==> src/hdl/rwl_pkg.sv <==
// ----------------------------------------------------------------------------
// rwl_pkg
// Shared types and constants of the region window locator.
// ----------------------------------------------------------------------------
package rwl_pkg;

    localparam int OP_W    = 2;
    localparam int INDEX_W = 8;
    localparam int TAG_W   = 8;
    localparam int COORD_W = 32;
    localparam int Z_W     = 16;

    localparam logic [OP_W-1:0] OP_WRITE   = 2'd0;
    localparam logic [OP_W-1:0] OP_LOOKUP  = 2'd1;
    localparam logic [OP_W-1:0] OP_CONVERT = 2'd2;

    // One table entry, 136 bits.
    typedef struct packed {
        logic [TAG_W-1:0]   region_tag;
        logic [COORD_W-1:0] base_x;
        logic [COORD_W-1:0] base_y;
        logic [COORD_W-1:0] limit_x;
        logic [COORD_W-1:0] limit_y;
    } window_t;

    // Controller to datapath
    typedef struct packed {
        logic clr_en;    // clear sweep writes one entry
        logic wr_en;     // write entry from the input item
        logic latch;     // capture the input item
        logic rd_start;  // first table read of an item
        logic rd_next;   // next table read of a scan
        logic out_load;  // load the output register
    } cmd_t;

    // Datapath to controller
    typedef struct packed {
        logic [OP_W-1:0] in_op;
        logic            clr_last;
        logic            scan_done;
        logic            out_free;
    } sts_t;

endpackage

==> src/hdl/rwl_ctrl.sv <==
// ----------------------------------------------------------------------------
// rwl_ctrl
// Sequencer: clearing sweep, item decode, table scan and result hand-off.
// ----------------------------------------------------------------------------
module rwl_ctrl
    import rwl_pkg::*;
(
    input  logic clk,
    input  logic rst_n,
    input  logic in_valid,
    output logic in_ready,
    input  sts_t sts,
    output cmd_t cmd
);

    typedef enum logic [3:0] {
        S_CLEAR = 4'b0001,
        S_IDLE  = 4'b0010,
        S_SCAN  = 4'b0100,
        S_CONV  = 4'b1000
    } state_t;

    state_t state_reg;
    state_t state_next;

    always_ff @(posedge clk or negedge rst_n)
    begin
        if (!rst_n)
        begin
            state_reg <= S_CLEAR;
        end
        else
        begin
            state_reg <= state_next;
        end
    end

    always_comb
    begin
        state_next = state_reg;
        cmd        = '0;
        in_ready   = 1'b0;
        case (state_reg)
            S_CLEAR:
            begin
                cmd.clr_en = 1'b1;
                if (sts.clr_last)
                begin
                    state_next = S_IDLE;
                end
            end
            S_IDLE:
            begin
                in_ready = 1'b1;
                if (in_valid)
                begin
                    case (sts.in_op)
                        OP_WRITE:
                        begin
                            cmd.wr_en = 1'b1;
                        end
                        OP_LOOKUP:
                        begin
                            cmd.latch    = 1'b1;
                            cmd.rd_start = 1'b1;
                            state_next   = S_SCAN;
                        end
                        OP_CONVERT:
                        begin
                            cmd.latch    = 1'b1;
                            cmd.rd_start = 1'b1;
                            state_next   = S_CONV;
                        end
                        default:
                        begin
                            state_next = S_IDLE;
                        end
                    endcase
                end
            end
            S_SCAN:
            begin
                // on a finished scan with a full output slot, hold everything
                if (sts.scan_done)
                begin
                    if (sts.out_free)
                    begin
                        cmd.out_load = 1'b1;
                        state_next   = S_IDLE;
                    end
                end
                else
                begin
                    cmd.rd_next = 1'b1;
                end
            end
            S_CONV:
            begin
                if (sts.out_free)
                begin
                    cmd.out_load = 1'b1;
                    state_next   = S_IDLE;
                end
            end
            default:
            begin
                state_next = S_CLEAR;
            end
        endcase
    end

endmodule

==> config.mk <==
export PLATFORM = sky130hd
export DESIGN_NAME = rwl_ctrl
export DESIGN_NICKNAME = d
export VERILOG_FILES = /design/src/hdl/rwl_pkg.sv /design/src/hdl/rwl_ctrl.sv
export SDC_FILE = /design/constraint.sdc
export NUM_CORES = 1
export LEC_CHECK = 0
export BUFFER_PORTS_ARGS = -buffer_cell sky130_fd_sc_hd__buf_4
export CAP_MARGIN = 20
export CELL_PAD_IN_SITES_DETAIL_PLACEMENT = 1
export CELL_PAD_IN_SITES_GLOBAL_PLACEMENT = 1
export CORE_AREA = 5 5 45 47
export DETAILED_ROUTE_END_ITERATION = 10
export DIE_AREA = 0 0 50 52
export PLACE_DENSITY = 0.72
export SYNTH_ARGS = -nofsm -noshare
export SYNTH_HDL_FRONTEND = slang
export SYNTH_SLANG_ARGS = --single-unit
==> constraint.sdc <==
create_clock -name clk -period 1.5 [get_ports clk]
set_input_delay 0.075 -clock clk [delete_from_list [all_inputs] [get_ports clk]]
set_output_delay 0.075 -clock clk [all_outputs]
set_load 0.01 [all_outputs]
## Word level (Yosys, flattened, before mapping)

Index checks and enable logic that the tools add are counted.

- Logic and storage cells: 31
- Input bits: 8
- Register bits: 4

- Reduce and logical (&&, ||, !) cells: 3
- Mux-type cells: 17
- Equality and inequality tests: 10

Operators by type and width:

| kind | count |
|---|---|
| $mux W4 | 4 |
| $pmux W4 S4 | 1 |
| $pmux W4 S3 | 1 |
| $ne A2 B2 Y1 const B | 4 |
| $mux W1 | 7 |
| $mux W3 | 2 |
| $eq A4 B1 Y1 const B | 1 |
| $eq A4 B2 Y1 const B | 1 |
| $eq A4 B3 Y1 const B | 1 |
| $eq A4 B4 Y1 const B | 1 |
| $reduce_and A4 Y1 | 1 |
| $eq A2 B1 Y1 const B | 1 |
| $eq A2 B2 Y1 const B | 1 |
| $logic_not A2 Y1 | 1 |
| $mux W2 | 1 |
| $pmux W1 S2 | 1 |
| $reduce_or A2 Y1 | 1 |

## Longest topological paths before layout

Gate-level depths: netlist of run 1.

- Depth in word-level cells: 5
- Gate-level depth with buffers: 6

## Worst setup path before layout of run 1

Ideal clock, no wire load.

- Kind: reg2reg
- Start point: register state_reg[1]
- End point: register state_reg[1]
- Cell stages (with the launch flop): 6
- Path slack: 0.102 ns
- Data required time: 1.375 ns
- Path buffers: 1
- Arrival: 1.273 ns
- Library setup time: 0.125 ns
- Path through: dfrtp_1 buf_4 nor2_1 nand3b_2 nand3_2 mux2_4

- Longest elaborated chain between the ends: 3

RTL lines:

| item | RTL line | text |
|---|---|---|
| from (decl) | rwl_ctrl.sv:23 | `state_t state_reg;` |
| from (signal assigned) | rwl_ctrl.sv:34 | `state_reg <= state_next;` |
| $eq A4 B2 Y1, or another cell as far along | rwl_ctrl.sv:43 | `case (state_reg)` |
| $ne A2 B2 Y1 (no line) or $mux W4 (tied branches) | - |  |
| $reduce_and A4 Y1 (no line) or $pmux W4 S4 (tied branches) | - |  |

Several ways; a longest one is shown, not always the timed one. The select of a mux whose other input is x is not followed.
A chain may end at the register's enable or synchronous reset.

==> flow_summary.toml, run 1 <==
[logic_synthesis]
synth_edf_count = 0
yosys_warnings = 0
synth_ff_type = "dfrtp_1"
ys_seq_area_share_pct = 22.6
synth.avg_cell_area_um2 = 8.45
synth_area_um2 = 448
postSynthCellCount = 53
async_reset_ff_share_pct = 100
syn_nets = 64
ys_seq_elements = 4
ys_types = 24

[finish]
synthToLayoutAreaGrowth_pct = 36.3
final_common_cell = "buf_4"
final_cells = 88
drive_above_1_share_pct = 43.7
multi_input_area_um2 = 313
largest_register_ffs = 4
fill_cells = 193
ff_latch_area_um2 = 105
final_cell_mix = "buf_4, nor2_1, nand2_1"
nets = 83
diodes = 0

[power]
power.clock.fraction_pct = 19.4
pwr-share-seq_pct = 29.5
p_comb_share_pct = 51.1
switching_share_pct = 37.9
leakagePower_nw = 0.300
p_int_mw = 0.483
power_density_nw_per_um2 = 1270
peakVddDrop_mv = 0.425
p_switching_mw = 0.295

[timing]
finClkSkew_ns = 0.000870
fin_ws_ns = 0.0685
relSlewSlack_pct = 82.6
hold_viol = 0
clock.fmax_ghz = 0.699
tightest_slew_ns = 0.261
setup_viol = 0
timing.final.crit_share_pct = 95.4
report.final.slew_viol_count = 0
finalHoldWorstSlack_ns = 0.176
layout_min_cycle_time_ns = 1.43
rsz0062_at_grt = "yes"

[global_route]
grt_pass1_wl_um = 1960
antenna_found_initial = 0
grt_max_degree = 12
overflow = 0
track_usage_pct = 9.73
grt_pass1_vias = 464

[drt]
drt-initial-drc-count = 7
drc_errors = 0
vias_per_cell = 4.77
ant_nets = 0
wl_um = 1140
vias = 420
wl_per_cell_um = 13.0
first_pass_iters = 4

[die]
die_w_um = 50
row_count = 15
fp.dieH_um = 52
core-area_um2 = 1610
dieArea_um2 = 2600
initial_core_util_pct = 27.8
io-pin-count = 15

[worst_hold_path]
min_path_type = "in -> async"

[setup_path]
critPathCaptureType = "output pin"
r2r_start = "state_reg[0]"
max_stage_delay_ns = 0.46
timing.critical_path.required_ns = 1.42
critPathTopFamily = "simple AND/OR/NAND/NOR gates"
r2r_slack_ns = 0.08
cp_cell_sequence = "nor4b_4 > and3_1 > buf_4"
crit_type = "reg -> out"
rr_endpoint = "state_reg[1]"
r2r_cells = 4
crit_slowest_cell = "dfrtp_2"
critPathLaunchType = "register"
critPathBufInv = 1
worstPathMaxFanout = 6
critPathArrivalTime_ns = 1.36

[cts]
cts-buffers-inserted = 3
clkLatencyLatePin_ns = 0.24
htreeDepth = 1
path_clk_slew_ns = 0.04
clock_tree.root_cell = "clkbuf_4"
cts_tree = "built"
clkSinkCount = 4
clk_path_buf_depth = 2
post-cts-setup-buffer-count = 0

[flow_run]
cap_violations = 0

[placed_design]
dp_hpwl_um = 900
place_ws_ns = 0.0225
place_congestion = 0.781
placed_cells = 83
numPortBuffers = 14

[status]
status = "completed"
worst max path at each step:
| stage | cells after the start | from | endpoint |
|---|---|---|---|
| floorplan | 5 | state_reg[1] | state_reg[1] |
| global placement | 4 | state_reg[2] | state_reg[1] |
| detailed placement | 4 | state_reg[2] | state_reg[1] |
| CTS | 3 | state_reg[1] | cmd[3] |
| global route | 3 | state_reg[1] | cmd[2] |
| finish | 3 | state_reg[2] | cmd[3] |
repair_timing:
action	CTS	global route
pin swaps	0	1
resized for setup	1	4
hold endpoints to repair	4	0
setup endpoints to repair	1	7
hold buffers	1	0
stage by stage:
step	util (%)	setup TNS [ns]	power [mW]	area (um2)
floorplan	-	0	0.494	448
global placement	34.9	0	0.601	563
detailed placement	34.9	0	0.610	563
CTS	37.4	0	0.767	604
global route	37.8	-0.00534	0.859	611
finish	37.8	0	0.777	611
cells by family after synthesis:
| family | count (synthesis) | synth area share [%] |
|---|---|---|
| buffers and inverters | 7 | 9.22 |
| adder cells (fa/ha/maj) | 3 | 8.38 |
| flip-flops | 4 | 22.6 |
| AO/OA/AOI/OAI | 8 | 12.0 |
| AND/OR/NAND/NOR | 28 | 40.2 |
| XOR/XNOR | 1 | 1.96 |
| multiplexers | 2 | 5.59 |
power groups by stage:
stage / Sequential (mW) / Combinational, mW / Clock [mW]
finish: 0.230 / 0.397 / 0.150
global route: 0.244 / 0.444 / 0.170
CTS: 0.222 / 0.392 / 0.153
detailed placement: 0.222 / 0.388 / 0
global placement: 0.216 / 0.385 / 0
floorplan: 0.179 / 0.315 / 0
routing by layer:
metal	track usage [%]	part of all wire, %
met5	0	0
met2	15.3	48
met4	5.24	0
met1	11.4	46
met3	3.44	5.4
layout make-up:
cell class,instances,share of cell area (%)
multi-input combinational,42,51.2
timing repair buffer,17,21.3
sequential,4,17.2
clock buffer,4,4.30
tap,17,3.48
inverter,4,2.46
Yosys cell counts (2+ instances only):
master,count,area (um2)
and2_1,2,12.5
and3_1,2,12.5
nor2_1,7,26.3
buf_4,2,15.0
o21ai_0,4,20.0
ha_1,3,37.5
nor2b_1,2,12.5
dfrtp_1,3,75.1
a21oi_1,2,10.0
nand2_1,6,22.5
nor3b_1,4,30.0
inv_1,4,15.0
worst register-to-register path, stage by stage (launching register included):
cell     delay, ns
dfstp_2       0.61
nor3b_1       0.19
o21ai_0       0.12
nand3_2       0.09
mux2_4        0.29
Note: power is estimated with default switching activity, not from simulation.
==> inputs of run 2 (changes only) <==
Settings changed: ABC_AREA set to 1, PLACE_DENSITY 0.72 to 0.71, REMOVE_ABC_BUFFERS set to 1.
==> run 2 against run 1 <==
Net effect:
- utilization decreased by 0.85 points
- final area is 2.3% lower
- power is 4.2% higher
- worst setup slack improved by 0.023 ns
- register-to-register slack gained 0.12 ns
- clock skew grew 0.0023 ns
- sequential power shrank 5%
- maximum frequency up 1.7%
- wire length unchanged
- via count increased by 1.4%
- critical endpoint is now cmd[0]
- highest routed layer is now met4
==> flow_summary.toml, run 2 <==
[timing]
report.final.slew_viol_count = 0
relSlewSlack_pct = 86.1
layout_min_cycle_time_ns = 1.41
setup_viol = 0
finClkSkew_ns = 0.00317
clock.fmax_ghz = 0.710
rsz0062_at_grt = "yes"
tightest_slew_ns = 0.206
timing.final.crit_share_pct = 93.9
hold_viol = 0

[logic_synthesis]
synth_area_um2 = 400
netlist_top_cells_area = "dfrtp_1, inv_1, nand2_1, nand3_1, ha_1"
async_reset_ff_share_pct = 100
ys_seq_elements = 4
ys_types = 17
synth_common_cells = "inv_1, nand2_1, nand3_1"
postSynthCellCount = 62
synth_edf_count = 0
synth_most_common_cell = "inv_1"
yosysTopAreaCell = "dfrtp_1"
synth_top_area_share_pct = 18.8
synth.avg_cell_area_um2 = 6.46
ys_seq_area_share_pct = 25.3
yosys_warnings = 0
synth_ff_type = "dfrtp_1"

[placed_design]
numPortBuffers = 14
dp_hpwl_um = 892
place_congestion = 0.758

[setup_path]
timing.critical_path.required_ns = 1.42
critPathCaptureType = "output pin"
critPathLaunchType = "register"
startpoint = "state_reg[1]"
worstPathMaxFanout = 4
critPathArrivalTime_ns = 1.33
crit_type = "reg -> out"
r2r_start = "state_reg[0]"

[global_route]
antenna_found_initial = 0
grt_pass1_vias = 449
track_usage_pct = 9.71
use_met3_pct = 2.58
grt_pass1_wl_um = 1880
use_met1_pct = 11.2
grt_max_degree = 7
overflow = 0
grt.busiest_layer = "met2"
met2_usage_pct = 14.9

[flow_run]
cap_violations = 0

[finish]
drive_above_1_share_pct = 46.9
largest_register_ffs = 4
synthToLayoutAreaGrowth_pct = 49.1
nets = 93
final_common_cell = "buf_4"
utilization_pct = 37.0
final_cell_mix = "buf_4, inv_1, nand2_1"
diodes = 0

[power]
peakVddDrop_mv = 0.297
finalPower_mw = 0.810
leakagePower_nw = 0.350
power_density_nw_per_um2 = 1360

[die]
initial_core_util_pct = 24.8
die_w_um = 50
dieArea_um2 = 2600
core-area_um2 = 1610
row_count = 15
io-pin-count = 15
fp.dieH_um = 52

[drt]
vias = 426
vias_per_cell = 4.35
first_pass_iters = 4
wl_per_cell_um = 11.7
wl_um = 1140
drt-initial-drc-count = 1
drc_errors = 0
ant_nets = 0

[cts]
cts_tree = "built"
clk_path_buf_depth = 2
cts-buffers-inserted = 3
path_clk_slew_ns = 0.04
clock_tree.root_cell = "clkbuf_4"
clkLatencyLatePin_ns = 0.24
clkSinkCount = 4
htreeDepth = 1

[worst_hold_path]
worstHoldStart = "sts[2]"
min_path_type = "in -> reg"

[status]
status = "completed"
-- run 2: cell count changes after synthesis, sizes merged, moves of 3 or more --
cell	previous run	this run
nand2	6	16
nand3	1	8
nor3b	4	0
nor2	7	10
o21ai	5	0
inv	4	16
-- run 2: routing by layer --
layer | vias to the layer above | share of wire (%)
met5 | - | 0
met4 | 0 | 2.3
met3 | 2 | 6.3
met2 | 11 | 50
met1 | 188 | 41
li1 | 225 | -
-- run 2: per-stage QoR --
stage	instances	hold WS (ns)	worst slack [ns]	area [um2]	TNS [ns]
6_report	98	0.129	0.0919	597	0
3_3_place_gp	92	-0.127	0.225	519	0
4_1_cts	97	0.119	0.00627	568	0
5_1_grt	98	0.163	-0.0220	597	-0.0220
2_1_floorplan	61	-0.221	0.238	393	0
3_5_place_dp	92	-0.126	0.210	519	0
-- run 2: where the power goes --
part / internal, mW / total [mW] / switching [mW] / leakage (nW)
Combinational: 0.176 / 0.437 / 0.260 / 0.289
Clock: 0.100 / 0.155 / 0.0541 / 0.0150
Sequential: 0.160 / 0.219 / 0.0584 / 0.0461
-- run 2: cell families after synthesis --
kind of cell               share of synthesized area, %
AOI/OAI and AO/OA                                  3.12
DFF                                                25.3
adders and majority gates                          9.38
and+or+nand+nor                                    45.3
buffers and inverters                              16.9
-- run 2: layout make-up --
cell class              instances  area (um2)
flip-flops and latches          4         105
multi-input cells              41         262
repair buffers                 16         123
clock buffers                   4        26.3
well taps                      17        21.3
inverters                      16        60.1
fillers                       216        1020
-- run 2: final timing paths --
path | endpoint | slack, ns | cells past startpoint
setup / recovery | cmd[0] | 0.09 | 6
hold / removal | state_reg[0] | 0.13 | 4
setup reg to reg | state_reg[2] | 0.20 | 7
hold reg to reg | state_reg[1] | 0.56 | 2
max in group asynchronous | state_reg[0] | 1.14 | 2
min in group asynchronous | state_reg[1] | 0.16 | 2
-- run 2: repair_timing --
action	4_1_cts	5_1_grt
hold buffers	1	0
gates resized for setup	3	9
hold endpoints to repair	4	0
buffers inserted	0	1
endpoints found under the setup margin	3	3
pin swaps	0	1
-- run 2: critical path: stages, from the launching register on --
cell,delay [ns]
dfrtp_2,0.44
nor2_4,0.15
nand2_2,0.09
nand2_2,0.10
nand2_1,0.06
a21oi_1,0.11
buf_4,0.13
==> inputs of run 3 (changes only) <==
Settings changed: CORE_AREA 5 5 45 47 to 5 5 43 45, DIE_AREA 0 0 50 52 to 0 0 48 50, PLACE_DENSITY 0.71 to 0.74.
Clock period 1.5 ns to 1.4 ns, I/O delays scaled along.
==> run 3 against run 2 <==
Net effect:
- via count grew 8.0%
- non-clock buffer count increased by 5
- die area decreased by 7.7%
- first-iteration DRC count rose to 3.0 times the previous value
- largest power group unchanged
- highest routed layer unchanged
==> flow_summary.toml, run 3 (synthesis gave the netlist of run 2 again) <==
[die]
io-pin-count = 15
core-area_um2 = 1440
dieArea_um2 = 2400
fp.dieH_um = 50
initial_core_util_pct = 27.9
die_w_um = 48
row_count = 14

[worst_hold_path]
worstHoldPathCells = 4
min_path_type = "in -> reg"
worstHoldStart = "sts[2]"
hold_end = "state_reg[0]"

[placed_design]
dp_hpwl_um = 854
numPortBuffers = 14
place_ws_ns = 0.129
place_congestion = 0.707

[power]
p_int_mw = 0.534
power.clock.fraction_pct = 17.2
p_comb_share_pct = 58.3
pwr-share-seq_pct = 24.5
peakVddDrop_mv = 0.427
p_switching_mw = 0.454
switching_share_pct = 46.0
leakagePower_nw = 0.377
power_density_nw_per_um2 = 1470

[global_route]
track_usage_pct = 11.1
overflow = 0
antenna_found_initial = 0
grt_pass1_wl_um = 1880
grt_pass1_vias = 473
grt_max_degree = 7

[timing]
fin_ws_ns = 0.0346
report.final.slew_viol_count = 0
setup_viol = 0
layout_min_cycle_time_ns = 1.37
finClkSkew_ns = 0.00559
tns_ns = 0
hold_viol = 0
rsz0062_at_grt = "yes"
timing.final.crit_share_pct = 97.5
tightest_slew_ns = 0.219
clock.fmax_ghz = 0.732
relSlewSlack_pct = 85.3

[finish]
largest_register_ffs = 4
final_common_cell = "buf_4"
fill_cells = 193
final_cell_mix = "buf_4, inv_1, nand2_1"
nets = 98
diodes = 0
utilization_pct = 46.9
synthToLayoutAreaGrowth_pct = 68.1
drive_above_1_share_pct = 58.1

[setup_path]
rr_endpoint = "state_reg[3]"
worstPathMaxFanout = 6
critPathCaptureType = "output pin"
critPathArrivalTime_ns = 1.30
timing.critical_path.required_ns = 1.33
cp_cell_sequence = "nor2_4 > nand2_4 > nor3_4 > buf_4"
max_stage_delay_ns = 0.45
crit_slowest_cell = "dfrtp_2"
r2r_start = "state_reg[0]"
critPathLaunchType = "register"
crit_type = "reg -> out"
r2r_cells = 8
r2r_slack_ns = 0.04

[cts]
cts_tree = "built"
cts-buffers-inserted = 3
htreeDepth = 1
clkLatencyLatePin_ns = 0.25
clk_path_buf_depth = 2
path_clk_slew_ns = 0.04
clock_tree.root_cell = "clkbuf_4"
clkSinkCount = 4

[drt]
drt-initial-drc-count = 3
first_pass_iters = 3
vias_per_cell = 4.51
drc_errors = 0
vias = 460
ant_nets = 0
wl_um = 1220
wl_per_cell_um = 12.0

[status]
status = "completed"

[flow_run]
cap_violations = 0
## run 3: cell types whose count changed in the layout (fill, tap and decap cells not counted), moves of 2 or more
cell	previous run	this run
nor2_2	3	1
inv_1	14	11
inv_2	2	5
buf_4	15	20
nor2_4	3	6
## run 3: timing repair
action,CTS,global route
endpoints found under the setup margin,3,4
pin swaps,1,5
setup buffers,3,3
resized for setup,7,17
endpoints found under the hold margin,4,0
hold buffers,1,0
## run 3: critical path: cells and delay by family, from the launching register on
| kind | cells | cell delay (ns) |
|---|---|---|
| flops | 1 | 0.45 |
| buf+inv | 1 | 0.15 |
| simple gates | 3 | 0.45 |
## run 3: worst max-delay path by stage
stage | start | to | slack, ns | cells after the start
after floorplan | state_reg[3] | cmd[2] | 0.14 | 3
after global placement | state_reg[3] | cmd[2] | 0.15 | 4
after detailed placement | state_reg[3] | cmd[2] | 0.13 | 4
after CTS | state_reg[2] | cmd[0] | 0.008 | 7
after global routing | state_reg[2] | cmd[0] | -0.05 | 7
final | state_reg[3] | cmd[2] | 0.03 | 4
## run 3: area by class of cell
class / instances / area, um2 / share of cell area [%]
clock buffer: 4 / 26.3 / 3.90
inverter: 16 / 60.1 / 8.92
multi-input combinational: 41 / 302 / 44.8
sequential: 4 / 105 / 15.6
tap: 16 / 20.0 / 2.97
timing repair buffer: 21 / 160 / 23.8
## run 3: power by group through the flow
stage,combinational (mW),clock (mW),sequential [mW]
after global placement,0.421,0,0.209
after detailed placement,0.428,0,0.210
final,0.576,0.170,0.242
after CTS,0.493,0.173,0.214
after floorplan,0.297,0,0.197
after global routing,0.637,0.187,0.245
## run 3: per-stage QoR
stage | instance area, um2 | hold WS, ns | total power, mW | cells
2_1_floorplan | 393 | -0.226 | 0.494 | 61
3_3_place_gp | 518 | -0.132 | 0.630 | 91
3_5_place_dp | 518 | -0.132 | 0.638 | 91
4_1_cts | 598 | 0.102 | 0.879 | 99
5_1_grt | 673 | 0.151 | 1.07 | 102
6_report | 673 | 0.126 | 0.987 | 102
## run 3: metal layers
layer  GRT usage (%)  vias to the layer above  part of all wire (%)
met5               0                        -                     0
met1            11.9                      211                    39
met3            2.55                        3                   7.4
met4            5.38                        0                   2.0
met2            19.2                       14                    51
li1                -                      232                     -
